**config.mk**
```make
export PLATFORM = sky130hd
export DESIGN_NAME = sgfa_div
export DESIGN_NICKNAME = d
export VERILOG_FILES = /design/src/hw/rtl/sgfa_pkg.sv /design/src/hw/rtl/sgfa_div.sv
export SDC_FILE = /design/constraint.sdc
export NUM_CORES = 1
export LEC_CHECK = 0
export ABC_AREA = 1
export BUFFER_PORTS_ARGS = -buffer_cell sky130_fd_sc_hd__buf_2
export CELL_PAD_IN_SITES_DETAIL_PLACEMENT = 1
export CELL_PAD_IN_SITES_GLOBAL_PLACEMENT = 1
export CORE_ASPECT_RATIO = 1.5
export CORE_MARGIN = 8
export CORE_UTILIZATION = 34
export DETAILED_ROUTE_END_ITERATION = 10
export PLACE_DENSITY_LB_ADDON = 0.1
export RECOVER_POWER = 100
export SYNTH_ARGS = -nofsm -noshare
export SYNTH_HDL_FRONTEND = slang
export SYNTH_SLANG_ARGS = --single-unit
```
**constraint.sdc**
```tcl
create_clock -name clk -period 2.9 [get_ports clk]
set_input_delay 0.145 -clock clk [delete_from_list [all_inputs] [get_ports clk]]
set_output_delay 0.145 -clock clk [all_outputs]
set_load 0.01 [all_outputs]
```
**src/hw/rtl/sgfa_pkg.sv**
```systemverilog
`default_nettype none
package sgfa_pkg;

  localparam int FORCE_BITS   = 36;
  localparam int MAX_PART_DEF = 1024;
  localparam int IDX_W        = 10;
  localparam int POS_W        = 24;
  localparam int CFG_IDX_W    = 2;
  localparam int CFG_DATA_W   = 32;

  // datapath widths of the serial units
  localparam int SQ_IN_W   = 50;
  localparam int ROOT_W    = 25;
  localparam int DIV_NUM_W = 62;
  localparam int DIV_DEN_W = 25;

  localparam logic [CFG_IDX_W-1:0] REG_FORCE_ENABLE = 2'd0;
  localparam logic [CFG_IDX_W-1:0] REG_STIFFNESS    = 2'd1;
  localparam logic [CFG_IDX_W-1:0] REG_GRAVITY      = 2'd2;

  localparam logic KIND_SPRING = 1'b0;
  localparam logic KIND_READ   = 1'b1;

  typedef struct packed {
    logic                    kind;
    logic [IDX_W-1:0]        first_index;
    logic [IDX_W-1:0]        second_index;
    logic signed [POS_W-1:0] first_x;
    logic signed [POS_W-1:0] first_y;
    logic signed [POS_W-1:0] second_x;
    logic signed [POS_W-1:0] second_y;
    logic [POS_W-1:0]        rest_length;
    logic [POS_W-1:0]        particle_mass;
    logic                    particle_fixed;
  } in_item_t;

  typedef struct packed {
    logic [IDX_W-1:0]             particle_id;
    logic signed [FORCE_BITS-1:0] total_force_x;
    logic signed [FORCE_BITS-1:0] total_force_y;
    logic                         overflowed;
  } out_item_t;

  typedef struct packed {
    logic busy;
    logic done;
  } unit_stat_t;

  typedef struct packed {
    logic signed [FORCE_BITS-1:0] val;
    logic                         of;
  } sat_t;

  typedef enum logic [3:0] {
    S_CLEAR, S_IDLE, S_SQX, S_SQY, S_SQRT, S_PROD, S_DIV1, S_SCALE,
    S_DIV2, S_RD1, S_WR1, S_RD2, S_WR2, S_RRD, S_RCLR, S_FIN
  } state_t;

  // sign-magnitude term clamped into the force range
  function automatic sat_t sat_term(logic neg, logic [DIV_NUM_W-1:0] mag);
    logic [64:0] lim;
    logic [64:0] m;
    sat_t        r;
    lim = (65'd1 << (FORCE_BITS - 1)) - (neg ? 65'd0 : 65'd1);
    m   = 65'(mag);
    r.of = 1'b0;
    if (m > lim) begin
      m    = lim;
      r.of = 1'b1;
    end
    r.val = FORCE_BITS'(neg ? (65'd0 - m) : m);
    return r;
  endfunction

  function automatic sat_t add_sat(logic signed [FORCE_BITS-1:0] a,
                                   logic signed [FORCE_BITS-1:0] b);
    logic signed [FORCE_BITS:0] s;
    sat_t r;
    s    = {a[FORCE_BITS-1], a} + {b[FORCE_BITS-1], b};
    r.of = s[FORCE_BITS] ^ s[FORCE_BITS-1];
    if (r.of) begin
      r.val = s[FORCE_BITS] ? {1'b1, {(FORCE_BITS-1){1'b0}}}
                            : {1'b0, {(FORCE_BITS-1){1'b1}}};
    end else begin
      r.val = s[FORCE_BITS-1:0];
    end
    return r;
  endfunction

endpackage
`default_nettype wire

```
**src/hw/rtl/sgfa_div.sv**
```systemverilog
`default_nettype none
// restoring unsigned divider, one quotient bit per cycle
module sgfa_div (
  input  wire logic                            clk,
  input  wire logic                            rst_n,
  input  wire logic                            start,
  input  wire logic [sgfa_pkg::DIV_NUM_W-1:0]  dividend,
  input  wire logic [sgfa_pkg::DIV_DEN_W-1:0]  divisor,
  output logic [sgfa_pkg::DIV_NUM_W-1:0]       quotient,
  output sgfa_pkg::unit_stat_t                 stat
);
  localparam int NW = sgfa_pkg::DIV_NUM_W;
  localparam int DW = sgfa_pkg::DIV_DEN_W;
  localparam int CW = $clog2(NW);

  logic [NW-1:0] quo_r;
  logic [DW-1:0] den_r;
  logic [DW-1:0] rem_r;
  logic [CW-1:0] cnt_r;
  logic          busy_r, done_r;
  logic [DW:0]   rem_sh;
  logic          take;

  assign rem_sh = {rem_r, quo_r[NW-1]};
  assign take   = rem_sh >= {1'b0, den_r};

  always_ff @(posedge clk) begin
    if (!rst_n) begin
      busy_r <= 1'b0;
      done_r <= 1'b0;
    end else begin
      done_r <= busy_r && (cnt_r == CW'(NW - 1));
      if (start) begin
        busy_r <= 1'b1;
      end else if (busy_r && (cnt_r == CW'(NW - 1))) begin
        busy_r <= 1'b0;
      end
    end
    if (start) begin
      quo_r <= dividend;
      den_r <= divisor;
      rem_r <= '0;
      cnt_r <= '0;
    end else if (busy_r) begin
      rem_r <= take ? DW'(rem_sh - {1'b0, den_r}) : DW'(rem_sh);
      quo_r <= {quo_r[NW-2:0], take};
      cnt_r <= cnt_r + 1'b1;
    end
  end

  assign quotient  = quo_r;
  assign stat.busy = busy_r;
  assign stat.done = done_r;
endmodule
`default_nettype wire

```
Word level (Yosys, flattened, before mapping) --
Index checks and enable logic that the tools add are counted.
Operators by class: $add $sub $neg 2, multipliers 0, divide/modulo/power cells 0, $lt $le $gt $ge 1, eq/ne operators 1, shift operators 0, muxes and demuxes 5, bitwise operators 0, reductions and logical operators 3
Operator list (count):
- 2-to-1 mux 62 bit | 2
- >= comparator 26 x 25 -> 1 bit | 1
- 2-to-1 mux 25 bit | 1
- subtractor 25 bit | 1
- adder 6 x 1 -> 6 bit, second input constant | 1
- == test 6 bit, second input constant | 1
- nonzero test 2 bit | 2
- 2-to-1 mux 1 bit | 2
- logical AND 1 bit | 1
Storage, ports and cells: register bits after elaboration 120, latch bits 0, bits in writable memories 0, bits in read-only memories 0, output and inout port bits 64, word-level logic and storage cells 18, memories 0

Depth between registers and ports, before layout --
depth in word-level cells 4, mapped depth 15, gate-level depth less buffers 15

Least setup slack after synthesis --
Ideal clock, no wire load.
path type register to register, start point reg busy_r, end point reg quo_r[0] (netlist: quotient[0]), enable pin, data arrival time 2661 ps, data required time 2450 ps, slack -211 ps, stages on the path, launching flop included 5, clock period less this slack 3111 ps, cell sequence dfxtp_1 -> clkbuf_1 -> nor2_1 -> inv_1 -> clkbuf_1
Between the ends: cells in the longest elaborated chain, start to end 1
RTL lines:
- from (decl) | line sgfa_div.sv:20 | logic busy_r, done_r;
- from (signal assigned) | line sgfa_div.sv:29 | busy_r <= 1'b0;
- from (signal assigned) | line sgfa_div.sv:34 | busy_r <= 1'b1;
- from (signal assigned) | line sgfa_div.sv:36 | busy_r <= 1'b0;
- nonzero test 2 bit (no source line)
- to (signal assigned) | line sgfa_div.sv:40 | quo_r <= dividend;
- to (signal assigned) | line sgfa_div.sv:46 | quo_r <= {quo_r[NW-2:0], take};
- to (decl) | line sgfa_div.sv:16 | logic [NW-1:0] quo_r;
Every way passes these cells. A chain may end at the register's enable or synchronous reset.

Final worst setup path --
start point reg busy_r, end point reg quo_r[36] (netlist: quotient[36]), enable pin
Same word-level chain as after synthesis.

==> summary.txt <==
Status
  – Outcome: finished with violations
  – Failing checks: max-capacitance violations, max-slew violations

Routing
  – Pre-antenna DRT Iters: 6
  – Vias: approximately 6800
  – Drt wl/cell: 16.4 microns
  – Drt drc: 0
  – Final WL: ~24 mm
  – Initial DRC count: approximately 240
  – Routed Antenna Nets: 0
  – Vias/cell: ~4.7

Worst setup path
  – Crit path cell chain: nor2_1, clkbuf_1, inv_2, clkbuf_2
  – Slowest cell on crit path: clkbuf_1
  – Crit path max fanout: 42
  – Critical path class: reg2reg
  – Worst Setup Start Kind: flip-flop
  – Worst EP required: about 2.9 ns
  – Crit path buf inv count: 3
  – Worst setup EP type: flip-flop
  – CP max stage delay: 0.82 ns
  – Worst EP arrival: about 2.5 ns
  – Critical path's top delay family: buffers and inverters
  – R2r setup slk: 0.32 ns

Floorplanning
  – Core area: 20300 sq um
  – Full die area: about 25000 sq um
  – Boundary pin count: between 150 and 200
  – Chip height: roughly 190 microns
  – Starting density of the core: 0.345
  – Die width: 133 microns
  – Row cnt: 64

Timing
  – Final setup fails: 0
  – Minimum clock period: between 2 and 3 ns
  – Slew Viols, Final: 93
  – Fin Setup TNS: 0 ns
  – Post-route setup slack: 0.317 ns
  – Max Clk Rate: slightly below 400 MHz
  – Final Hold Violating Endpoints: 0
  – Final Cycle Share: 0.891
  – Worst slew pin tran: ~2.4 ns
  – RSZ-0062 raised after global routing: false
  – Worst Clk Skew: roughly 0.011 ns
  – Max-Slew Margin vs Limit: -0.609

Synthesis
  – Async SR Flop Fraction: 0
  – Synth cell types: 35
  – Post-synth EDFFs: 87
  – Seq cells post-synth: 120
  – Syn nets: between 1000 and 1500
  – Sequential share of the synthesized area: 0.469
  – Syn Area/Cell: ~7.5 sq um
  – Mapped cell area: between 6000 and 7000 sq um
  – Count of mapped cells out of synthesis: roughly 930
  – Synth Warn #: 0
  – Most used DFF post-synth: edfxtp_1

Global routing
  – Initial antenna violation count: 0
  – GRT Total Usage: 0.197
  – First-pass GRT wire length: a little under 40 mm
  – Pin count of the biggest net entering global routing: 53
  – Total congestion overflow: 0
  – Vias in the first global route: approximately 7700

Final layout
  – Share of cells above drive strength 1: 0.122
  – Leading cell types in the layout, fill and taps excluded: 411 x nand2_1, 151 x inv_1, 87 x edfxtp_1, 87 x dlygate4sd3_1, 85 x buf_2
  – Diode count: 0
  – Area grow syn2layout: 34.8%
  – Fillers: between 2000 and 3000
  – Fin cells: ~1500
  – Nets: about 1300
  – Most common cell after layout, fill and taps aside: nand2_1

Clocking
  – Root buffer cell: clkbuf_16
  – Clock-pin slew on the worst setup and hold paths: roughly 0.06 ns
  – CTS Sinks: between 100 and 150
  – TritonCTS Buffers: 17
  – Post-CTS resize count: 0
  – Max Buffers Root-to-Sink: 2
  – Worst-Skew Late Latency: 0.43 ns
  – Post-CTS setup buffer count: 0
  – H-Tree Depth: 4
  – CTS tree: done

Flow run
  – Max-cap violation count: 2

Placed design
  – IO buf count: approximately 150
  – Pre-CTS WS: 0.432 ns
  – Gpl congestion: 0.833
  – Detailed Place HPWL: 17.0 mm
  – Placed Instances: ~1300

Power
  – LEAKAGE: approximately 4.7 nW
  – Peak VDD IR: 393 uV
  – P per Cell Area: ~520 nW/um^2

Hold path
  – Hold Path Class: in2reg
cells in the mapped netlist, types with 4 or more instances:
| master | number | area (sq um) |
|---|---|---|
| dfxtp_1 | 33 | 661 |
| inv_1 | 153 | 574 |
| nand3_1 | 48 | 240 |
| nand2_2 | 4 | 25.0 |
| xor2_1 | 4 | 35.0 |
| nand4_1 | 32 | 200 |
| ha_1 | 27 | 338 |
| buf_2 | 6 | 30.0 |
| nor2_1 | 35 | 131 |
| nand3_2 | 5 | 50.1 |
| clkbuf_1 | 16 | 60.1 |
| xnor2_1 | 9 | 78.8 |
| a21oi_1 | 15 | 75.1 |
| edfxtp_1 | 87 | 2610 |
| nand2_1 | 411 | 1540 |
| o21ai_1 | 4 | 20.0 |
| o21ai_0 | 10 | 50.1 |
through the flow:
stage	cell area [sq um]	utilization	power, mW	hold WS, ns
after floorplan	6980	-	2.40	0.244
after global placement	8050	0.397	2.67	0.321
after detailed placement	8050	0.397	2.67	0.325
after CTS	9520	0.470	5.01	0.0267
after global routing	9410	0.464	5.14	0.0515
final	9410	0.464	4.92	0.0343
cell type report:
cell class / count / area, sq um / share of cell area
well taps: 264 / 330 / 0.0351
clock buffers: 20 / 457 / 0.0485
multi-input cells: 627 / 2980 / 0.317
repair buffers: 254 / 1640 / 0.174
clock inverters: 12 / 149 / 0.0158
flip-flops and latches: 120 / 3270 / 0.348
inverters: 155 / 582 / 0.0618
worst register-to-register path, cell delays in order, from the launching register on:
cell and delay (ns):
dfxtp_1 0.42, nor2_1 0.15, clkbuf_1 0.82, inv_2 0.06, clkbuf_2 0.63
cells by family (layout without fill, tap and decap cells):
| group | count (synthesis) | after routing | synth area share |
|---|---|---|---|
| AO/OA/AOI/OAI | 35 | 35 | 0.0285 |
| XOR/XNOR | 13 | 13 | 0.0163 |
| adder cells (fa/ha/maj) | 28 | 28 | 0.0513 |
| buffers and inverters | 184 | 441 | 0.103 |
| flip-flops | 120 | 120 | 0.469 |
| AND/OR/NAND/NOR | 551 | 551 | 0.332 |
final timing paths:
path / start / end / cells after the start
setup / recovery: busy_r$_SDFFE_PN0P_ / quotient[36]$_DFFE_PP_ / 4
hold / removal: dividend[61] / quotient[61]$_DFFE_PP_ / 3
setup reg to reg: busy_r$_SDFFE_PN0P_ / quotient[36]$_DFFE_PP_ / 4
hold reg to reg: cnt_r[5]$_SDFFE_PP0P_ / cnt_r[5]$_SDFFE_PP0P_ / 2
per-layer routing:
layer	GRT usage	routed length (microns)	up-vias
met5	0	0	-
met4	0.0701	579	0
met3	0.0537	1110	33
met2	0.373	13000	125
met1	0.201	9120	3254
li1	-	-	3406
state kept, by name (all words and copies together), names as in the netlist:
signal,cells
cnt_r,6
done_r,1
quotient,62
rem_r,25
busy_r,1
den_r,25
timing repair:
action / in CTS / in global routing
hold buffers: 87 / 0
setup endpoints to repair: 0 / 0
endpoints found under the hold margin: 88 / 0
power by group:
part	internal, mW	switching (mW)
clock network	1.39	0.818
logic	0.261	0.386
registers	2.00	0.0651
total	3.65	1.27
(Power assumes the default switching activity.)
