## config.mk

```make
export PLATFORM = sky130hd
export DESIGN_NAME = sgfa_ram
export DESIGN_NICKNAME = d
export VERILOG_FILES = /design/src/hw/rtl/sgfa_ram.sv
export SDC_FILE = /design/constraint.sdc
export NUM_CORES = 1
export LEC_CHECK = 0
export ABC_AREA = 0
export BUFFER_PORTS_ARGS = -buffer_cell sky130_fd_sc_hd__buf_4
export CAP_MARGIN = 40
export CORE_MARGIN = 2
export CORE_UTILIZATION = 44
export CTS_CLUSTER_DIAMETER = 150
export DETAILED_ROUTE_END_ITERATION = 10
export PLACE_DENSITY_LB_ADDON = 0.25
export SYNTH_ARGS = -nofsm -noshare
export SYNTH_HDL_FRONTEND = slang
export SYNTH_SLANG_ARGS = --single-unit
```

## constraint.sdc

```tcl
create_clock -name clk -period 2.45 [get_ports clk]
set_input_delay 0.245 -clock clk [delete_from_list [all_inputs] [get_ports clk]]
set_output_delay 0.245 -clock clk [all_outputs]
set_load 0.01 [all_outputs]
```

## src/hw/rtl/sgfa_ram.sv

```systemverilog
`default_nettype none
module sgfa_ram #(
  parameter int WIDTH = 8,
  parameter int DEPTH = 16
) (
  input  wire logic                     clk,
  input  wire logic                     we,
  input  wire logic [$clog2(DEPTH)-1:0] waddr,
  input  wire logic [WIDTH-1:0]         wdata,
  input  wire logic [$clog2(DEPTH)-1:0] raddr,
  output logic [WIDTH-1:0]              rdata
);
  logic [WIDTH-1:0] mem [DEPTH];

  always_ff @(posedge clk) begin
    if (we) begin
      mem[waddr] <= wdata;
    end
    rdata <= mem[raddr];
  end
endmodule
`default_nettype wire

```

Yosys cells after proc, flatten, opt, wreduce, memory -nomap -nowiden
Memories as Yosys holds them, arrays and structs flattened. A register that Yosys moved wholly into a read port is not among the register bits.
Index checks and enable logic that the tools add are counted.
- $add $sub $neg: 0
- $mul: 0
- div/mod/pow operators: 0
- magnitude comparators: 0
- eq/ne operators: 0
- shift-type cells: 0
- mux-type cells: 2
- bitwise gates (word level): 0
- reduce and logical (&&, ||, !) cells: 0
- operators with widths (operator ; count):
    1-bit two-way mux ; 2
- bits in registers: 0
- bits in latches: 0
- RAM bits: 128
- ROM bits: 0
- bits of input ports: 18
- output and inout bits: 8
- logic and storage cells: 3
- memories: 1
- memories (name ; depth ; bits a word ; rd ports ; clocked after Yosys merged registers in ; write ports ; RTL line ; source):
    mem ; 16 ; 8 ; 1 ; 1 ; 1 ; 13 ; logic [WIDTH-1:0] mem [DEPTH];

Depth between registers and ports, before layout
Gate-level depths: netlist of the first run.
- depth after elaboration: 2
- mapped depth: 5
- depth with buffers taken out: 3

Worst setup path after synthesis of the first run
No wires, ideal clock.
- path type: in2reg
- start point: input port waddr[2]
- end point: memory mem[0][0] (enable)
- setup time: 0.383 ns
- data arrival time: 1.355 ns
- data required time: 2.067 ns
- setup slack: 0.712 ns
- cell stages on the path: 2
- cells stage by stage: or3b_2 > nor3_1
- RTL lines (item ; RTL line ; source):
    start: declaration ; 8 ; input wire logic [$clog2(DEPTH)-1:0] waddr,
    end: declaration ; 13 ;
No word-level cell before the write port.

==> results of run 1 <==
[layout by cell type (no fill, tap or decap), drive strengths merged]
cell type | Yosys | layout
nor2 | 13 | 13
or3b | 1 | 1
clkinv | 0 | 7
clkinvlp | 0 | 3
inv | 0 | 1
nor3 | 4 | 4
nor2b | 1 | 1
nand2b | 2 | 2
and2b | 1 | 1
a22oi | 16 | 16
and2 | 1 | 1
dfxtp | 8 | 8
buf | 7 | 44
edfxtp | 128 | 128
nand2 | 9 | 9
nand3 | 1 | 1
nand3b | 2 | 2
bufinv | 0 | 3
mux4 | 32 | 32
clkbuf | 0 | 18
[power groups by stage]
stage	clock, mW	sequential [mW]	combinational (mW)
after CTS	2.51	2.62	0.258
after global routing	2.61	2.62	0.277
after global placement	0	2.66	0.255
after detailed placement	0	2.66	0.258
after floorplan	0	2.67	0.132
final	2.47	2.62	0.252
[stage by stage]
stage          power [mW]  setup WS (ps)  utilization  instance area (µm²)
2_1_floorplan        2.80            712            -                 5150
6_report             5.34            979        0.539                 6160
4_1_cts              5.38            925        0.539                 6160
3_3_place_gp         2.92            496        0.488                 5570
5_1_grt              5.51            827        0.539                 6160
3_5_place_dp         2.92            501        0.488                 5570
[synth_stat cells]
cell type / n / area, µm²
a22oi_1: 16 / 120
and2_1: 1 / 6.26
and2b_1: 1 / 7.51
buf_2: 3 / 15.0
buf_4: 1 / 7.51
buf_6: 3 / 33.8
clkdlybuf4s25_2: 3 / 30.0
dfxtp_1: 8 / 160
edfxtp_1: 128 / 3840
mux4_1: 14 / 368
mux4_2: 18 / 405
nand2_1: 9 / 33.8
nand2b_1: 2 / 12.5
nand3_1: 1 / 5.00
nand3b_1: 2 / 15.0
nor2_1: 13 / 48.8
nor2b_1: 1 / 6.26
nor3_1: 4 / 20.0
or3b_2: 1 / 8.76
[area by class of cell]
cell class / instances / area [µm²] / area share
sequential: 136 / 4000 / 0.650
multi-input combinational: 83 / 1060 / 0.172
clock buffer: 18 / 429 / 0.0697
timing repair buffer: 44 / 330 / 0.0537
tap: 143 / 179 / 0.0291
clock inverter: 14 / 156 / 0.0254
[flip-flops by register name, indices dropped and copies added, names as in the netlist]
name   count
mem      128
rdata      8
[how the worst max path moves through the flow]
stage,end,slack [ps],depth (start not counted)
floorplan,mem[0][0],710,2
global placement,rdata[0],500,5
detailed placement,rdata[0],500,5
CTS,rdata[0],930,5
global route,rdata[0],830,5
finish,rdata[3],980,5
[logic make-up (layout without fill, tap and decap cells)]
| group | after synthesis | after routing | share of synthesized area |
|---|---|---|---|
| DFF | 136 | 136 | 0.778 |
| and+or+nand+nor | 35 | 35 | 0.0318 |
| muxes | 32 | 32 | 0.150 |
| AOI/OAI and AO/OA | 16 | 16 | 0.0233 |
| buffers and inverters | 10 | 76 | 0.0168 |
[worst reg2reg max path, stage by stage, from the launching register on]
cell      delay (ps)
edfxtp_1         360
mux4_1           510
a22oi_1          290
nand2_1          110
[metal layers]
layer | up-vias | track usage
met5 | - | 0
li1 | 1079 | -
met4 | 0 | 0.0610
met1 | 1260 | 0.226
met2 | 45 | 0.250
met3 | 11 | 0.0416
==> reports/results.txt, run 1 <==
Setup_tns: 0 ps
Starting Density: 0.451
Reg clk slew, reported paths: 50 ps
Yosys Warn Count: 0
Critical Path RT: 2730 ps
Hold Buf Count CTS: 0
Fillers: 884
Hold_sp: wdata[7]
WL met1: 4.41 mm
CP startpoint: raddr[0]
WL met3: 281 µm
Max-cap viol count: 0
Row cnt: 39
Worst Skew: 13.7 ps
Pins Over Slew Limit: 0
Ratio of cells with drive above 1 in the final layout: 0.308
Power Density: 867 nW/µm²
Class of the worst hold path: input pin to flop
Net Switching: 1.04 mW
CP Buf/Inv Count: 2
Hold slack final: 145 ps
Met2 wire length: 4.64 mm
Detail Route Antenna Nets: 0
Crit path max-delay cell type: mux4_1
Die H: 112 µm
Slew HR: 0.445
CP Class: input pin to flop
Crit path capture type: flop
Final setup viols: 0
Die extent in x: 112 µm
Clock power share: 0.463
Post-synth cell types: 19
Minimum clock period: 1470 ps
Top Layer Used: met4
DR WL/cell: 21.6 µm
Initial DRT Pass Iterations: 4
Net Sw Frac: 0.194
Clock tree buffer depth: 2
Root buf cell: clkbuf_16
CTS tree: built
Most used cell, CP: buf_4
Latest clock arrival within the worst-skew pair: 410 ps
Port Buffers: 25
Initial antenna violation count: 0
Final std cells w/o fill: 438
Drt initial violations: 227
Combinational share of power: 0.047
CP top delay family: multiplexers
CTS H-tree lvls: 4
R2R depth: 3
First-pass GRT wire length: 14.5 mm
Fmax: 680 MHz
Hold path depth: 1
Die Area: 12600 µm²
Routed WL: 9.45 mm
Gpl congestion: 0.734
Placed Instances: 406
Avg Inst Size Synth: 22.5 µm²
Final hold violations: 0
Cts bufs inserted: 17
Syn Nets: 247
Core ar.: 11400 µm²
Fin crit share: 0.600
Drc violations: 0
Post-synthesis register bit count: 136
R2r setup slk: 1060 ps
Sequential power share: 0.490
Pin slew with the least headroom to its limit: 829 ps
Peak supply drop: 0.000587 V
# Post-CTS Setup Buffers: 0
CTS resizes: 0
WHS Endpoint: mem[11][7]
Max incr delay on CP: 570 ps
Fin nets: 300
Area Overhead vs Synth: 19.6%
I/O pins: 26
CP arrival: 1750 ps
P_int: 4.30 mW
# diodes: 0
Critical R2R Launch: mem[0][3]
Overflow after GRT: 0
Crit path cell chain: buf_4 -> buf_4 -> mux4_1 -> a22oi_1 -> nand2_1
Post-synthesis sequential area ratio: 0.778
R2R Path End: rdata[3]
CP startpoint kind: input pin
Cells after Synth: 229
Clock tree sinks: 136
Total GRT Usage: 0.162
Lkg Pwr: 2.09 nW
Detailed placer's ending HPWL: 5.83 mm
Syn Std Cell Area: 5150 µm²
Via/cell ratio: 5.47
Status: finished, final reports clean
Max FO, Critical Path: 17
Vias: 2395
Largest net degree at the start of global routing: 33
Unrepaired setup endpoints after global routing: no
Vias in the first global route: 2455
No activity file was read; power rests on OpenSTA's default activity.
==> inputs of run 2 (changes only) <==
clock period = 1.51 ns   (was 2.45 ns; I/O delays follow)
==> run 2 against run 1 <==
Effect of this change:
- clock-buffer cell count increased by 6
- non-clock buffer count is 8 higher
- routed wire length rose by 6.9%
- largest cell class unchanged
- core utilization is 1.4 points higher
- via count rose by 4.1%
- critical endpoint unchanged
- largest power group is now the clock network
==> reports/results.txt, run 2 (synthesized netlist as in run 1, its figures left out) <==
Dpl ws: -16.9 ps
Total Power: 8.99 mW
WL met1: 4.50 mm
Fin nets: 308
Final hold violations: 0
CP Class: flop to flop
Fmax: 739 MHz
Post-Layout Inst Area: 6310 µm²
Max FO, Critical Path: 1
Overflow after GRT: 0
Unrepaired setup endpoints after global routing: no
Starting Density: 0.451
Initial antenna violation count: 0
Largest net degree at the start of global routing: 17
Pin slew with the least headroom to its limit: 766 ps
Initial DRT Pass Iterations: 4
WHS Endpoint: mem[7][6]
DR WL/cell: 22.6 µm
Most frequent cells in the layout: 128 x edfxtp_1, 48 x buf_4, 18 x mux4_2
Cts bufs inserted: 17
Vias in the first global route: 2583
First-pass GRT wire length: 15.5 mm
Port Buffers: 25
Final setup viols: 0
Via/cell ratio: 5.59
# Post-CTS Setup Buffers: 0
Clock tree buffer depth: 2
Pins Over Slew Limit: 0
R2R Path End: rdata[3]
Met2 wire length: 4.82 mm
Slew HR: 0.488
R2R depth: 3
Peak supply drop: 0.000822 V
Die H: 112 µm
Core ar.: 11400 µm²
Minimum clock period: 1350 ps
Routed WL: 10.1 mm
R2r setup slk: 160 ps
Status: finished, final reports clean
Max-cap viol count: 0
I/O pins: 26
Largest regs: mem (128), rdata (8)
Fin worst setup slack: 157 ps
Hold path depth: 1
Most common cell after layout, fill and taps aside: edfxtp_1
Crit path capture type: flop
WL met3: 552 µm
Worst Skew: 9.01 ps
Vias: 2492
Drc violations: 0
CTS tree: built
Total GRT Usage: 0.174
CP startpoint: mem[1][3]
Top Layer Used: met4
Class of the worst hold path: input pin to flop
Power Density: 1420 nW/µm²
Top reg by flops: mem
Root buf cell: clkbuf_16
# diodes: 0
Drt initial violations: 202
Fin crit share: 0.896
Latest clock arrival within the worst-skew pair: 410 ps
Hold_sp: wdata[6]
Reg clk slew, reported paths: 60 ps
Hold Buf Count CTS: 0
Detail Route Antenna Nets: 0
Critical R2R Launch: mem[1][3]
CP startpoint kind: flop
Die extent in x: 112 µm
Detailed placer's ending HPWL: 6.76 mm
CTS resizes: 0
Area Overhead vs Synth: 22.6%
Row cnt: 39
CTS H-tree lvls: 4
Lkg Pwr: 2.18 nW
Area after DPL: 5690 µm²
Ratio of cells with drive above 1 in the final layout: 0.330
CP arrival: 1630 ps
Critical Path RT: 1790 ps
Largest register FFs: 128
Clock tree sinks: 136
Gpl congestion: 0.716
Die Area: 12600 µm²
run 2: cell types whose count changed in the layout (fill, tap and decap cells not counted), moves of 3 or more:
cell,change
buf_12,+4
buf_4,+4
clkbuf_1,+3
clkbuf_8,+3
clkinv_1,-3
clkinvlp_4,-3
run 2: metal layers:
metal | track usage | vias up
met5 | 0 | -
met4 | 0.0805 | 0
met3 | 0.0389 | 18
met2 | 0.253 | 96
met1 | 0.254 | 1277
li1 | - | 1101
run 2: layout make-up:
cell class,count,area [µm²]
Fill cell,905,5110
Sequential cell,136,4000
Multi-Input combinational cell,83,1060
Clock buffer,24,482
Timing Repair Buffer,52,440
Tap cell,143,179
Clock inverter,8,144
run 2: critical path, cell delays in order (launching register included):
cell and delay (ps):
edfxtp_1 350, mux4_1 510, a22oi_1 250, nand2_1 110
run 2: power by group:
group | internal, mW | total, mW | switching [mW] | leakage, nW
Combinational | 0.213 | 0.444 | 0.231 | 0.651
Clock | 2.89 | 4.30 | 1.41 | 0.308
Sequential | 4.22 | 4.25 | 0.0233 | 1.22
Total | 7.33 | 8.99 | 1.67 | 2.18
run 2: metrics by stage:
stage	cells	hold WS, ps	setup TNS [ps]	utilization
after floorplan	229	250	0	-
after global placement	414	454	-15.6	0.498
after detailed placement	414	471	-16.9	0.498
after CTS	446	41.2	0	0.553
after global routing	446	55.3	0	0.553
final	446	48.3	0	0.553
run 2: worst max path at each step:
stage	end	slack, ps
floorplan	mem[3][0]	90
global placement	rdata[3]	-20
detailed placement	rdata[3]	-20
CTS	rdata[7]	170
global route	rdata[3]	90
finish	rdata[3]	160
==> inputs of run 3 (changes only) <==
ABC_AREA = 1   (was 0)
CTS_CLUSTER_SIZE = 28   (was not set)
==> run 3 against run 2 <==
Effect of this change:
- die area grew 12%
- first-iteration DRC count grew 76%
- synthesized area rose by 12%
- maximum frequency grew 26%
- global-route usage up 2.4 points
- clock-buffer cell count is 5 lower
- register-to-register slack improved by 330 ps
- hold slack better by 15 ps
- sequential share of layout area is 5.6 points lower
- final area increased by 9.8%
- total power grew 7.3%
- critical endpoint is now rdata[2]
- largest cell class unchanged
- highest routed layer unchanged
==> reports/results.txt, run 3 <==
Drc violations: 0
# diodes: 0
Drt initial violations: 355
Setup_tns: 0 ps
Largest register FFs: 128
Crit path capture type: output port
Initial antenna violation count: 0
Power Density: 1390 nW/µm²
Largest net degree at the start of global routing: 65
Total GRT Usage: 0.198
Die H: 118 µm
Pin slew with the least headroom to its limit: 674 ps
Vias in the first global route: 3694
Detail Route Antenna Nets: 0
R2r setup slk: 490 ps
Critical R2R Launch: mem[7][4]
Yosys Warn Count: 0
Top reg by flops: mem
Commonest cells post-synth: 173 x nand2_1, 128 x edfxtp_1, 100 x inv_1
Cells after Synth: 551
Root buf cell: clkbuf_16
CP top delay family: flip-flops
Hold slack final: 63.3 ps
# Post-CTS Setup Buffers: 0
Core ar.: 12700 µm²
R2R depth: 6
Post-layout util: 0.544
Reg clk slew, reported paths: 60 ps
Class of the worst hold path: input pin to flop
Largest cells by area after synthesis: edfxtp_1 67%, nand2_1 11%, nand3_1 8.4%
Primary FF master, synth: edfxtp_1
Hold_sp: wdata[1]
Initial DRT Pass Iterations: 5
Worst Skew: 6.79 ps
Hold path depth: 1
WHS Endpoint: mem[7][1]
R2R Path End: rdata[4]
Slew HR: 0.550
Final hold violations: 0
Vias: 3887
Post-synth cell types: 12
CP Buf/Inv Count: 1
Die Area: 14000 µm²
Post-synth EDFFs: 128
Minimum clock period: 1080 ps
Clock tree buffer depth: 2
CTS resizes: 0
Starting Density: 0.453
Row cnt: 41
Hold Buf Count CTS: 0
Placed Instances: 747
Fin crit share: 0.712
Unrepaired setup endpoints after global routing: no
Detailed placer's ending HPWL: 8.14 mm
Largest area contributor in the netlist: edfxtp_1
Overflow after GRT: 0
Yosys top cell area share: 0.667
Pins Over Slew Limit: 0
Area after DPL: 6230 µm²
Die extent in x: 118 µm
Ratio of cells with drive above 1 in the final layout: 0.135
Avg Inst Size Synth: 10.5 µm²
Fin nets: 612
Total Power: 9.65 mW
Post-Layout Inst Area: 6930 µm²
CTS tree: built
CP startpoint kind: flop
Syn Std Cell Area: 5770 µm²
Most common cell in the synthesized netlist: nand2_1
Most frequent cells in the layout: 173 x nand2_1, 128 x edfxtp_1, 100 x inv_1
Final setup viols: 0
Max FO, Critical Path: 1
Port Buffers: 25
Critical Path RT: 1360 ps
Syn Nets: 569
Most common cell after layout, fill and taps aside: nand2_1
CP Class: flop to output port
DR WL/cell: 17.0 µm
Area Overhead vs Synth: 20.1%
Dpl ws: 196 ps
Lkg Pwr: 3.01 nW
Cts bufs inserted: 17
CP arrival: 920 ps
Crit path max-delay cell type: dfxtp_1
First-pass GRT wire length: 20.4 mm
Fillers: 1101
Status: finished, final reports clean
CTS H-tree lvls: 4
Fmax: 930 MHz
Via/cell ratio: 4.99
Post-synthesis register bit count: 136
I/O pins: 26
Peak supply drop: 0.000819 V
Crit path cell chain: buf_4
Clock tree sinks: 136
Final std cells w/o fill: 779
Post-synthesis sequential area ratio: 0.694
Largest regs: mem (128), rdata (8)
Latest clock arrival within the worst-skew pair: 410 ps
Max-cap viol count: 0
Fin worst setup slack: 434 ps
Routed WL: 13.2 mm
Gpl congestion: 0.816
Ys async rst share: 0
Max incr delay on CP: 370 ps
==> run 3: changes by cell type in the layout (fill, tap and decap cells not counted), sizes merged, moves of 5 or more <==
cell | previous run | this run
nand3 | 1 | 97
nand2 | 9 | 173
inv | 0 | 102
mux4 | 32 | 0
a22oi | 16 | 0
clkbuf | 24 | 19
==> run 3: cells by family (layout without fill, tap and decap cells) <==
| group | count (synthesis) | in the layout | synth area share |
|---|---|---|---|
| buf+inv | 126 | 182 | 0.0952 |
| simple gates | 289 | 289 | 0.210 |
| flops | 136 | 136 | 0.694 |
==> run 3: worst max path at each step <==
stage | startpoint | endpoint | slack, ps | cells after the start
4_1_cts | rdata[2] | rdata[2] | 390 | 1
3_5_place_dp | raddr[0] | rdata[5] | 200 | 8
2_1_floorplan | waddr[2] | mem[10][0] | 410 | 2
3_3_place_gp | raddr[0] | rdata[5] | 210 | 8
6_report | rdata[2] | rdata[2] | 430 | 1
5_1_grt | mem[7][4] | rdata[4] | 400 | 6
==> run 3: layout make-up <==
class / instances / area (µm²) / area share
clock buffers: 19 / 453 / 0.0654
multi-input cells: 289 / 1210 / 0.175
repair buffers: 48 / 410 / 0.0592
clock inverters: 13 / 248 / 0.0358
well taps: 172 / 215 / 0.0311
inverters: 102 / 383 / 0.0553
flip-flops and latches: 136 / 4000 / 0.578
==> run 3: power breakdown <==
group | internal [mW] | leakage [nW] | switching, mW | total [mW]
combinational | 0.189 | 1.45 | 0.368 | 0.557
sequential | 4.22 | 1.22 | 0.0292 | 4.25
clock | 3.34 | 0.335 | 1.50 | 4.84
==> run 3: per-layer routing <==
layer	up-vias	track usage	part of all wire
met5	-	0	0
met4	0	0.0856	0.026
met3	32	0.0454	0.067
met2	150	0.295	0.45
met1	1848	0.279	0.45
li1	1857	-	-
