## config.mk

```make
export PLATFORM = sky130hd
export DESIGN_NAME = sgfa_sqrt
export DESIGN_NICKNAME = d
export VERILOG_FILES = /design/src/hw/rtl/sgfa_pkg.sv /design/src/hw/rtl/sgfa_sqrt.sv
export SDC_FILE = /design/constraint.sdc
export NUM_CORES = 1
export LEC_CHECK = 0
export ABC_AREA = 0
export BUFFER_PORTS_ARGS = -buffer_cell sky130_fd_sc_hd__buf_2
export CORE_MARGIN = 2
export CORE_UTILIZATION = 25
export CTS_CLUSTER_DIAMETER = 30
export CTS_CLUSTER_SIZE = 8
export DETAILED_ROUTE_END_ITERATION = 8
export HOLD_SLACK_MARGIN = 0.02
export SYNTH_ARGS = -nofsm -noshare
export SYNTH_HDL_FRONTEND = slang
export SYNTH_SLANG_ARGS = --single-unit
```

## constraint.sdc

```tcl
create_clock -name clk -period 2.65 [get_ports clk]
set_input_delay 0.265 -clock clk [delete_from_list [all_inputs] [get_ports clk]]
set_output_delay 0.265 -clock clk [all_outputs]
set_load 0.005 [all_outputs]
```

## src/hw/rtl/sgfa_pkg.sv

```systemverilog
`default_nettype none
package sgfa_pkg;

  localparam int FORCE_BITS   = 36;
  localparam int MAX_PART_DEF = 1024;
  localparam int IDX_W        = 10;
  localparam int POS_W        = 24;
  localparam int CFG_IDX_W    = 2;
  localparam int CFG_DATA_W   = 32;

  // datapath widths of the serial units
  localparam int SQ_IN_W   = 50;
  localparam int ROOT_W    = 25;
  localparam int DIV_NUM_W = 62;
  localparam int DIV_DEN_W = 25;

  localparam logic [CFG_IDX_W-1:0] REG_FORCE_ENABLE = 2'd0;
  localparam logic [CFG_IDX_W-1:0] REG_STIFFNESS    = 2'd1;
  localparam logic [CFG_IDX_W-1:0] REG_GRAVITY      = 2'd2;

  localparam logic KIND_SPRING = 1'b0;
  localparam logic KIND_READ   = 1'b1;

  typedef struct packed {
    logic                    kind;
    logic [IDX_W-1:0]        first_index;
    logic [IDX_W-1:0]        second_index;
    logic signed [POS_W-1:0] first_x;
    logic signed [POS_W-1:0] first_y;
    logic signed [POS_W-1:0] second_x;
    logic signed [POS_W-1:0] second_y;
    logic [POS_W-1:0]        rest_length;
    logic [POS_W-1:0]        particle_mass;
    logic                    particle_fixed;
  } in_item_t;

  typedef struct packed {
    logic [IDX_W-1:0]             particle_id;
    logic signed [FORCE_BITS-1:0] total_force_x;
    logic signed [FORCE_BITS-1:0] total_force_y;
    logic                         overflowed;
  } out_item_t;

  typedef struct packed {
    logic busy;
    logic done;
  } unit_stat_t;

  typedef struct packed {
    logic signed [FORCE_BITS-1:0] val;
    logic                         of;
  } sat_t;

  typedef enum logic [3:0] {
    S_CLEAR, S_IDLE, S_SQX, S_SQY, S_SQRT, S_PROD, S_DIV1, S_SCALE,
    S_DIV2, S_RD1, S_WR1, S_RD2, S_WR2, S_RRD, S_RCLR, S_FIN
  } state_t;

  // sign-magnitude term clamped into the force range
  function automatic sat_t sat_term(logic neg, logic [DIV_NUM_W-1:0] mag);
    logic [64:0] lim;
    logic [64:0] m;
    sat_t        r;
    lim = (65'd1 << (FORCE_BITS - 1)) - (neg ? 65'd0 : 65'd1);
    m   = 65'(mag);
    r.of = 1'b0;
    if (m > lim) begin
      m    = lim;
      r.of = 1'b1;
    end
    r.val = FORCE_BITS'(neg ? (65'd0 - m) : m);
    return r;
  endfunction

  function automatic sat_t add_sat(logic signed [FORCE_BITS-1:0] a,
                                   logic signed [FORCE_BITS-1:0] b);
    logic signed [FORCE_BITS:0] s;
    sat_t r;
    s    = {a[FORCE_BITS-1], a} + {b[FORCE_BITS-1], b};
    r.of = s[FORCE_BITS] ^ s[FORCE_BITS-1];
    if (r.of) begin
      r.val = s[FORCE_BITS] ? {1'b1, {(FORCE_BITS-1){1'b0}}}
                            : {1'b0, {(FORCE_BITS-1){1'b1}}};
    end else begin
      r.val = s[FORCE_BITS-1:0];
    end
    return r;
  endfunction

endpackage
`default_nettype wire

```

## src/hw/rtl/sgfa_sqrt.sv

```systemverilog
`default_nettype none
// bit-serial integer square root, two radicand bits per cycle
module sgfa_sqrt (
  input  wire logic                          clk,
  input  wire logic                          rst_n,
  input  wire logic                          start,
  input  wire logic [sgfa_pkg::SQ_IN_W-1:0]  value,
  output logic [sgfa_pkg::ROOT_W-1:0]        root,
  output sgfa_pkg::unit_stat_t               stat
);
  localparam int RW = sgfa_pkg::ROOT_W;
  localparam int CW = $clog2(RW);

  logic [sgfa_pkg::SQ_IN_W-1:0] val_r;
  logic [RW+1:0]                rem_r;
  logic [RW-1:0]                root_r;
  logic [CW-1:0]                cnt_r;
  logic                         busy_r, done_r;
  logic [RW+3:0]                rem_sh;
  logic [RW+3:0]                trial;
  logic                         take;

  assign rem_sh = {rem_r, val_r[sgfa_pkg::SQ_IN_W-1 -: 2]};
  assign trial  = (RW+4)'({root_r, 2'b01});
  assign take   = rem_sh >= trial;

  always_ff @(posedge clk) begin
    if (!rst_n) begin
      busy_r <= 1'b0;
      done_r <= 1'b0;
    end else begin
      done_r <= busy_r && (cnt_r == CW'(RW - 1));
      if (start) begin
        busy_r <= 1'b1;
      end else if (busy_r && (cnt_r == CW'(RW - 1))) begin
        busy_r <= 1'b0;
      end
    end
    if (start) begin
      val_r  <= value;
      rem_r  <= '0;
      root_r <= '0;
      cnt_r  <= '0;
    end else if (busy_r) begin
      val_r  <= val_r << 2;
      rem_r  <= take ? (RW+2)'(rem_sh - trial) : (RW+2)'(rem_sh);
      root_r <= {root_r[RW-2:0], take};
      cnt_r  <= cnt_r + 1'b1;
    end
  end

  assign root      = root_r;
  assign stat.busy = busy_r;
  assign stat.done = done_r;
endmodule
`default_nettype wire

```

Yosys cells after proc, flatten, opt, wreduce, memory -nomap -nowiden
Cells that the tools add are included.
{ "classes": {"n_mux": 5, "n_eq_ne": 1, "addsub": 2, "magnitude_cmp": 1, "reduce_logical": 3} }
{ "op_table": {"columns": ["operator", "count"], "rows": [
  ["$mux 50", 2],
  ["$ge 29x27->1", 1],
  ["$mux 27", 1],
  ["$sub 27x27->27", 1],
  ["$add 5x1->5 const B", 1],
  ["$eq 5x5->1 const B", 1],
  ["$reduce_bool 2->1", 2],
  ["$mux 1", 2],
  ["$logic_and 1x1->1", 1]
]} }
{ "totals": {"regBits": 109, "word_cells": 18, "output_inout_bits": 27} }

Logic depth before layout (Yosys ltp)
Gate-level depths: netlist of the first run.
{ "depth": {"word_depth": 4, "depth_mapped": 12, "depth_no_buf": 10} }

Least setup slack after synthesis of the first run
OpenSTA, ideal clock, no wires.
{ "synth_timing": {"kind": "register to register", "from": "register root_r[1] (netlist: root[1])", "to": "register rem_r[9]", "path_slack_ns": -0.096, "path_stages_with_launch": 11, "path_buffers": 0, "t_required_ns": 2.559, "t_arrival_ns": 2.655, "setup_time_ns": 0.091, "path_cell_list": "dfxtp_1 inv_1 ha_1 o21a_1 o22ai_2 o31ai_2 a41oi_4 o41ai_4 o21ai_2 or3_1 a311oi_1"} }
{ "synth_between": {"elab_chain_cells": 2, "elab_cells_between_ends": 3, "cone_classes": "add/sub: 1; order compare: 1; mux: 1"} }
{ "synth_rtl": {"columns": ["item", "line_no", "rtl"], "rows": [
  ["start: declaration", "sgfa_sqrt.sv:16", "logic [RW-1:0] root_r;"],
  ["start signal: assignment", "sgfa_sqrt.sv:47", "root_r <= {root_r[RW-2:0], take};"],
  ["$sub 27x27->27 or $ge 29x27->1 (tied branches)", "sgfa_sqrt.sv:46, sgfa_sqrt.sv:25", null],
  ["$mux 27 (*)", "sgfa_sqrt.sv:46", "rem_r <= take ? (RW+2)'(rem_sh - trial) : (RW+2)'(rem_sh);"],
  ["end signal: assignment", "sgfa_sqrt.sv:46", null],
  ["end: declaration", "sgfa_sqrt.sv:15", "logic [RW+1:0] rem_r;"]
]} }
Every way passes the cells marked *; elsewhere a longest branch is shown, timed or not.
A chain may end at the register's enable or synchronous reset.

Final worst setup path of the first run
{ "layout_timing": {"from": "register root_r[6] (netlist: root[6])", "to": "register rem_r[6]"} }
{ "layout_between": {"elab_chain_cells": 2} }
{ "layout_rtl": {"columns": ["item", "line_no", "rtl"], "rows": [
  ["$ge 29x27->1", "sgfa_sqrt.sv:25", "assign take = rem_sh >= trial;"],
  ["$mux 27", "sgfa_sqrt.sv:46", null]
]} }
No other way between the ends.

==> results.yml, run 1 <==
outcome:
  outcome: "complete, but fails checks"
  violations: "negative setup slack"
route:
  vias: 4776
  post_drt_wl_per_cell_um: 14.3
  dr.first_iter.drc_count: 202
  final_antenna_net_count: 0
  first_pass_iters: 4
  drcViolationCount: 0
  viasPerCell: 4.57
  routed_wl_mm: 14.9
synth:
  synth_ff_type: "dfxtp_1"
  yosysWarnings: 0
  synth_cells: 600
  synth_top_area_share_pct: 24.9
  async_flop_share_pct: 0
  syn_nets: 682
  synth_seq_cells: 109
  synth_edf_count: 50
  synth.avg_cell_area_um2: 10.0
  syn_area_mm2: 0.00603
  synthDistinctLibCells: 58
  synth_top_area_cell: "edfxtp_1"
  synth-seq-area-share_pct: 44.5
  synthTopCellsByArea: "edfxtp_1 (25%), dfxtp_1 (20%), mux2_2 (9.0%), ha_1 (6.0%), mux2i_1 (5.8%)"
sta:
  setup_slack_ns: -0.0582
  hold_viol: 0
  min_period_ns: 2.71
  clock_skew_ns: 0.0111
  setup_viol: 10
  max_freq_mhz: 369
  rsz0062_at_grt: "true"
  final_max_slew_viol_count: 0
  tightest_slew_ns: 0.736
  relSlewSlack_pct: 50.8
  fin_crit_sh_pct: 102
  holdWs_ns: 0.132
clocking:
  cts_sinks: 109
  h-tree-depth: 3
  clock_path_buffers: 2
  numCtsBuffers: 9
  cts.clk_slew.worst_paths_ns: 0.07
  insertion_delay_ns: 0.36
  cts_tree: "yes"
  root_buffer: "clkbuf_16"
grt:
  grt_first_pass_wirelength_mm: 23.7
  grt-ovfl-total: 0
  grt_pass1_vias: 4664
  antenna_found_initial: 2
  grt_max_degree: 51
  track_usage_pct: 11.4
layout:
  fin_cells: 1045
  nNetsFinal: 802
  layout-drive-gt1-share_pct: 38.6
  syn2layout_area_growth_pct: 30.9
  utilization_pct: 33.5
worst_hold_path:
  hold_class: "input port to register"
die:
  core_mm2: 0.0235
  io_pins: 80
  die_y_um: 159
  rows: 56
  initial_core_util_pct: 25.6
  die_w_um: 159
  dieArea_mm2: 0.0254
run:
  drv_cap: 0
critical_path:
  slowest_stage: "o311a_4"
  path_max_fanout: 7
  crit_arrival_ns: 2.93
  critical_path_class: "register to register"
  critPathRequiredTime_ns: 2.88
  max_stage_delay_ns: 0.38
  crit_chain: "inv_1, ha_4, nand2_4, o311a_4, o31ai_4, a41oi_4, o41ai_4, buf_4, o21a_2, clkbuf_16, mux2i_1, a211oi_1"
  crit_path_start_kind: "register"
  cp-end-kind: "register"
pwr:
  irDropWorstVdd_mv: 0.422
  power_density_mw_per_mm2: 938
  p_leak_nw: 3.15
place:
  dp_cells: 1018
  globalplace.congestion: 0.819
  port-buffer-count: 79
  dp_hpwl_mm: 10.4
[layout make-up]
cell class | instances | area [um^2]
clock inverter | 7 | 57.6
timing repair buffer | 145 | 951
multi-input combinational | 414 | 3400
fill | 2446 | 15700
antenna | 1 | 2.50
sequential | 109 | 2700
tap | 319 | 399
clock buffer | 9 | 225
inverter | 41 | 154
[report_power, final]
group | total (mW) | internal, mW | switching [mW]
sequential | 2.12 | 1.98 | 0.147
combinational | 3.95 | 1.99 | 1.95
clock | 1.33 | 0.654 | 0.680
total | 7.40 | 4.62 | 2.78
[registers in the layout, summed over array words and instances (netlist names)]
register and flops:
val_r 50, busy_r 1, done_r 1, root 25, rem_r 27, cnt_r 5
[repair_timing]
action / in CTS / in global routing
gates cloned: 0 / 1
pin swaps: 3 / 23
buffers inserted: 0 / 9
gates resized for setup: 4 / 72
hold buffers: 0 / 0
endpoints found under the setup margin: 20 / 25
[Yosys cell counts (7+ instances only)]
| cell type | count |
|---|---|
| nand3_1 | 11 |
| a311oi_1 | 8 |
| clkbuf_1 | 28 |
| o21ai_0 | 13 |
| o21a_1 | 7 |
| edfxtp_1 | 50 |
| ha_1 | 29 |
| a21oi_1 | 23 |
| xnor2_1 | 15 |
| nand4_1 | 9 |
| inv_1 | 41 |
| nand2_1 | 32 |
| a211oi_1 | 13 |
| nor2_1 | 81 |
| mux2i_1 | 35 |
| dfxtp_1 | 59 |
| mux2_2 | 48 |
| xor2_1 | 8 |
| nor3_1 | 10 |
[logic make-up (layout without fill, tap and decap cells)]
kind of cell,count (synthesis),after routing,share of synthesized area (%)
xor+xnor,23,23,3.34
other cells,0,1,0
flops,109,109,44.5
compound gates,111,111,13.8
fa+ha+maj,29,29,6.02
mux,83,83,14.8
buf+inv,77,202,5.04
simple gates,168,168,12.5
[per-layer routing]
metal / track usage (%) / share of wire [%] / vias up / wire length (um)
met1: 14.6 / 46 / 2256 / 6930
met3: 4.22 / 6.3 / 11 / 946
met2: 18.3 / 46 / 102 / 6940
li1: - / - / 2405 / -
met4: 2.64 / 0.70 / 2 / 104
met5: 0 / 0.087 / - / 13
[placed cells by master, fill, tap and decap left out, types with 3 or more instances in the layout]
master     count
nand4_1        9
clkbuf_16     10
mux2i_1       34
ha_2           7
dfxtp_2       13
dfxtp_1       45
xnor2_1       15
buf_2         78
a211oi_1      11
a21o_1         5
nand2b_1       4
nand3_1       10
nand2_1       31
ha_1           9
o21ai_0        9
buf_4         60
a311oi_1       4
buf_6          4
o21a_1         5
a32oi_1        3
o21bai_1       4
o31ai_1        4
xor2_1         8
inv_1         38
inv_2          3
a21oi_2        5
edfxtp_1      50
or3_1          3
nor3_1         8
a21oi_1       17
ha_4          13
nor2b_1        5
o211ai_1       4
o21ai_1        4
nor2_1        81
mux2_2        48
a311oi_2       4
[critical path, delay by kind of cell (launching register included)]
kind                     cells  cell delay [ns]
adder cells (fa/ha/maj)      1             0.30
flip-flops                   1             0.33
AO/OA/AOI/OAI                6             1.27
AND/OR/NAND/NOR              1             0.07
buffers and inverters        3             0.41
multiplexers                 1             0.21
[through the flow]
| step | setup TNS (ns) | total power [mW] | area [um^2] | setup WS [ns] |
|---|---|---|---|---|
| final | -0.231 | 7.40 | 7890 | -0.0582 |
| after global routing | -2.48 | 7.89 | 7890 | -0.174 |
| after detailed placement | -0.0279 | 5.43 | 7140 | -0.0118 |
| after CTS | 0 | 6.85 | 7460 | 0.00348 |
| after global placement | 0 | 5.40 | 7140 | 0.0455 |
| after floorplan | -0.0191 | 4.38 | 6040 | -0.0191 |
[final timing paths]
path	start	to	slack (ns)	cells after the start
max	root[6]	rem_r[6]	-0.06	12
min	rst_n	done_r	0.13	3
max reg2reg	root[6]	rem_r[6]	-0.06	12
min reg2reg	rem_r[26]	rem_r[26]	0.50	2
Power figures use the tool's default switching activity.
==> run 2, diff against run 1 <==
- BUFFER_PORTS_ARGS: -buffer_cell sky130_fd_sc_hd__buf_2 -> unset
- DONT_BUFFER_PORTS: unset -> 1
==> run 2 against run 1 <==
The run still ends with negative setup slack left. Wire length fell by 1.9%. Clock power barely moved. Largest power group unchanged. Critical endpoint is now rem_r[3]. Via count fell by 4.4%.
==> results.yml, run 2 (synthesis gave the netlist of run 1 again) <==
grt:
  grt_pass1_vias: 4499
  grt_first_pass_wirelength_mm: 23.4
  antenna_found_initial: 2
  track_usage_pct: 11.3
  grt_max_degree: 58
  grt-ovfl-total: 0
sta:
  setup_viol: 13
  tightest_slew_ns: 0.787
  hold_viol: 0
  setup_slack_ns: -0.101
  max_freq_mhz: 363
  min_period_ns: 2.75
  rsz0062_at_grt: "true"
  final_max_slew_viol_count: 0
  clock_skew_ns: 0.0108
  relSlewSlack_pct: 47.3
  fin_crit_sh_pct: 104
run:
  drv_cap: 0
route:
  vias: 4564
  viasPerCell: 4.66
  final_antenna_net_count: 0
  dr.first_iter.drc_count: 185
  drcViolationCount: 0
  post_drt_wl_per_cell_um: 15.0
  first_pass_iters: 4
  routed_wl_mm: 14.7
layout:
  final_common_cell: "nor2_1"
  largest_register_ffs: 50
  layout-drive-gt1-share_pct: 29.0
  design_area_mm2: 0.00751
  syn2layout_area_growth_pct: 24.6
  final_cell_mix: "nor2_1 (81), buf_4 (67), dfxtp_1 (55)"
  nNetsFinal: 736
  fin_cells: 979
  top_register: "val_r"
clocking:
  cts_sinks: 109
  clock_path_buffers: 2
  insertion_delay_ns: 0.36
  cts.clk_slew.worst_paths_ns: 0.08
  cts_tree: "yes"
  root_buffer: "clkbuf_16"
  h-tree-depth: 3
  numCtsBuffers: 9
place:
  dpl_cell_area_mm2: 0.00682
  globalplace.congestion: 0.831
  dp_cells: 949
  dp_hpwl_mm: 9.91
  port-buffer-count: 0
die:
  die_w_um: 159
  rows: 56
  io_pins: 80
  initial_core_util_pct: 25.6
  die_y_um: 159
  dieArea_mm2: 0.0254
  core_mm2: 0.0235
outcome:
  outcome: "complete, but fails checks"
  violations: "negative setup slack"
critical_path:
  critical_path_class: "register to register"
  endpoint: "rem_r[3]"
  crit_start: "root[1]"
  crit_arrival_ns: 2.97
  r2r_slack_ns: -0.10
  reg2reg_depth: 12
  critPathRequiredTime_ns: 2.87
  r2r_end: "rem_r[3]"
  path_max_fanout: 7
  r2r_start: "root[1]"
  cp-end-kind: "register"
  crit_path_start_kind: "register"
pwr:
  p_leak_nw: 2.87
  power_density_mw_per_mm2: 990
  irDropWorstVdd_mv: 0.394
  finalPower_mw: 7.44
worst_hold_path:
  whs_path_depth: 1
  hold_class: "input port to register"
  hp-start: "rst_n"
## run 2: power by group
part	internal [mW]	switching (mW)	leakage [nW]
logic	2.00	2.01	1.75
clock network	0.658	0.680	0.133
registers	1.98	0.124	0.987
## run 2: timing repair
item,4_1_cts,5_1_grt
pin swaps,2,25
cloned,0,0
setup endpoints to repair,17,24
resized for setup,3,59
setup buffers,0,10
hold endpoints to repair,51,1
hold buffers,2,1
## run 2: how the worst min path moves through the flow
| stage | to | slack [ns] |
|---|---|---|
| global route | busy_r | 0.03 |
| global placement | root[24] | 0.35 |
| CTS | rem_r[22] | 0.04 |
| floorplan | done_r | 0.39 |
| detailed placement | cnt_r[2] | 0.35 |
| finish | busy_r | 0.05 |
## run 2: routing by layer
layer,share of wire [%],routed length (um),GRT usage [%],vias to the layer above
met2,45,6560,17.5,94
met3,8.1,1190,5.08,14
li1,-,-,-,2278
met4,1.3,195,3.72,2
met1,46,6690,14.0,2176
met5,0.11,16,0,-
## run 2: layout make-up
class / count / area [um^2]
multi-input combinational: 414 / 3300
timing repair buffer: 79 / 682
inverter: 41 / 154
clock inverter: 6 / 57.6
antenna: 1 / 2.50
clock buffer: 10 / 229
tap: 319 / 399
fill: 2425 / 16000
sequential: 109 / 2690
## run 2: per-stage QoR
stage	TNS [ns]	utilization, %	worst slack (ns)	hold WS [ns]
6_report	-0.622	31.9	-0.101	0.0507
5_1_grt	-2.38	31.9	-0.178	0.0309
3_5_place_dp	-0.0413	29.0	-0.0203	0.349
4_1_cts	0	30.3	0.00147	0.0364
2_1_floorplan	-0.0191	-	-0.0191	0.388
3_3_place_gp	0	29.0	0.0144	0.355
## run 2: worst max-delay path, stage by stage (launching register included)
cell and delay [ns]:
dfxtp_2 0.34, inv_2 0.05, ha_4 0.26, o21a_1 0.16, o22ai_2 0.12, o31ai_4 0.34, a41oi_4 0.17, o41ai_4 0.41
o21a_2 0.23, buf_12 0.15, buf_8 0.12, mux2i_1 0.18, a211oi_1 0.09
==> run 3, diff against run 2 <==
- CTS_BUF_LIST: unset -> sky130_fd_sc_hd__clkbuf_4 sky130_fd_sc_hd__clkbuf_8
==> run 3 against run 2 <==
Highest routed layer unchanged. Non-clock buffer count shrank 5. Sequential share of layout area rose by 0.78 points. The flow now finishes without violations. Largest cell class unchanged. Hold slack gained 0.025 ns.
==> results.yml, run 3 (synthesis gave the netlist of run 1 again) <==
sta:
  fin_crit_sh_pct: 99.4
  setup_viol: 0
  tightest_slew_ns: 0.789
  tns_ns: 0
  clock_skew_ns: 0.0122
  relSlewSlack_pct: 47.2
  rsz0062_at_grt: "true"
  final_max_slew_viol_count: 0
  min_period_ns: 2.63
  max_freq_mhz: 380
  hold_viol: 0
place:
  port-buffer-count: 0
  dpl_cell_area_mm2: 0.00682
  dp_hpwl_mm: 9.91
  globalplace.congestion: 0.831
layout:
  regArea_mm2: 0.00270
  final_common_cell: "nor2_1"
  top_register: "val_r"
  fillers: 2430
  final_cell_mix: "nor2_1 (81), buf_4 (66), edfxtp_1 (50)"
  syn2layout_area_growth_pct: 22.3
  nNetsFinal: 731
  largest_register_ffs: 50
  design_area_mm2: 0.00738
  layout-drive-gt1-share_pct: 28.9
  multi_input_area_mm2: 0.00329
critical_path:
  r2r_slack_ns: 0.02
  critPathRequiredTime_ns: 2.95
  crit_start: "root[6]"
  path_max_fanout: 5
  endpoint: "rem_r[9]"
  cp_num_buf_inv: 1
  reg2reg_depth: 10
  critical_path_class: "register to register"
  r2r_start: "root[6]"
  crit_cells: 10
  critPathTopFamily: "compound AO/OA/AOI/OAI gates"
  max_stage_delay_ns: 0.41
  crit_arrival_ns: 2.93
  crit_chain: "inv_1, ha_4, nand2_2, o311a_4, o31ai_4, a41oi_4, o41ai_4, o21ai_4, or3_1, a311oi_1"
  slowest_stage: "or3_1"
  cp-end-kind: "register"
  crit_path_start_kind: "register"
  r2r_end: "rem_r[9]"
die:
  rows: 56
  die_y_um: 159
  dieArea_mm2: 0.0254
  core_mm2: 0.0235
  io_pins: 80
  die_w_um: 159
  initial_core_util_pct: 25.6
route:
  drcViolationCount: 0
  post_drt_wl_per_cell_um: 14.8
  dr.first_iter.drc_count: 228
  routed_wl_mm: 14.5
  final_antenna_net_count: 0
  vias: 4513
  first_pass_iters: 4
  viasPerCell: 4.63
worst_hold_path:
  hp-start: "value[1]"
  hold_class: "input port to register"
pwr:
  p_leak_nw: 2.80
  power_density_mw_per_mm2: 925
  irDropWorstVdd_mv: 0.331
grt:
  grt_first_pass_wirelength_mm: 23.3
  grt_pass1_vias: 4505
  track_usage_pct: 11.2
  grt-ovfl-total: 0
  grt_max_degree: 56
  antenna_found_initial: 2
clocking:
  cts.clk_slew.worst_paths_ns: 0.11
  numCtsBuffers: 9
  cts_sinks: 109
  cts_tree: "yes"
  clock_path_buffers: 2
  root_buffer: "clkbuf_8"
  insertion_delay_ns: 0.39
  h-tree-depth: 3
outcome:
  outcome: "complete, no violations"
run:
  drv_cap: 0
run 3: cell type report:
type	count	area share [%]
Antenna cell	1	0.0339
Clock buffer	10	1.78
Clock inverter	6	0.780
Inverter	41	2.09
Multi-Input combinational cell	414	44.6
Sequential cell	109	36.6
Tap cell	319	5.41
Timing Repair Buffer	74	8.69
run 3: through the flow:
step	setup slack, ns	hold WS [ns]	total power [mW]	util (%)	std cells
after floorplan	-0.0191	0.388	4.38	-	600
after global placement	0.0144	0.355	5.33	29.0	949
after detailed placement	-0.0203	0.349	5.33	29.0	949
after CTS	-0.000831	0.0313	6.40	29.9	967
after global routing	-0.0731	0.0438	7.33	31.3	974
final	0.0161	0.0754	6.82	31.3	974
run 3: how the worst min path moves through the flow:
stage / slack (ns) / to / depth (start not counted)
final: 0.08 / val_r[1] / 1
after global routing: 0.04 / val_r[0] / 1
after CTS: 0.03 / rem_r[15] / 2
after detailed placement: 0.35 / cnt_r[2] / 1
after global placement: 0.35 / root[24] / 1
after floorplan: 0.39 / done_r / 2
run 3: worst reg2reg max path, cell delays in order, from the launching register on:
cell,delay [ns]
dfxtp_2,0.34
inv_1,0.06
ha_4,0.27
nand2_2,0.08
o311a_4,0.38
o31ai_4,0.09
a41oi_4,0.17
o41ai_4,0.36
o21ai_4,0.15
or3_1,0.41
a311oi_1,0.25
run 3: timing repair:
| item | CTS | global route |
|---|---|---|
| cloned | 0 | 1 |
| gates resized for setup | 3 | 50 |
| hold buffers | 2 | 0 |
| setup endpoints to repair | 17 | 24 |
| endpoints found under the hold margin | 53 | 0 |
| pin swaps | 2 | 17 |
| setup buffers | 0 | 5 |
run 3: report_power, final:
part           switching [mW]  internal, mW
sequential              0.129          1.98
clock                   0.637         0.371
combinational            1.86          1.85
total                    2.63          4.19
run 3: metal layers:
layer,vias up,track usage [%],wire length (um)
li1,2263,-,-
met1,2142,13.9,6520
met2,92,17.6,6560
met3,14,5.16,1190
met4,2,3.22,168
met5,-,0,13
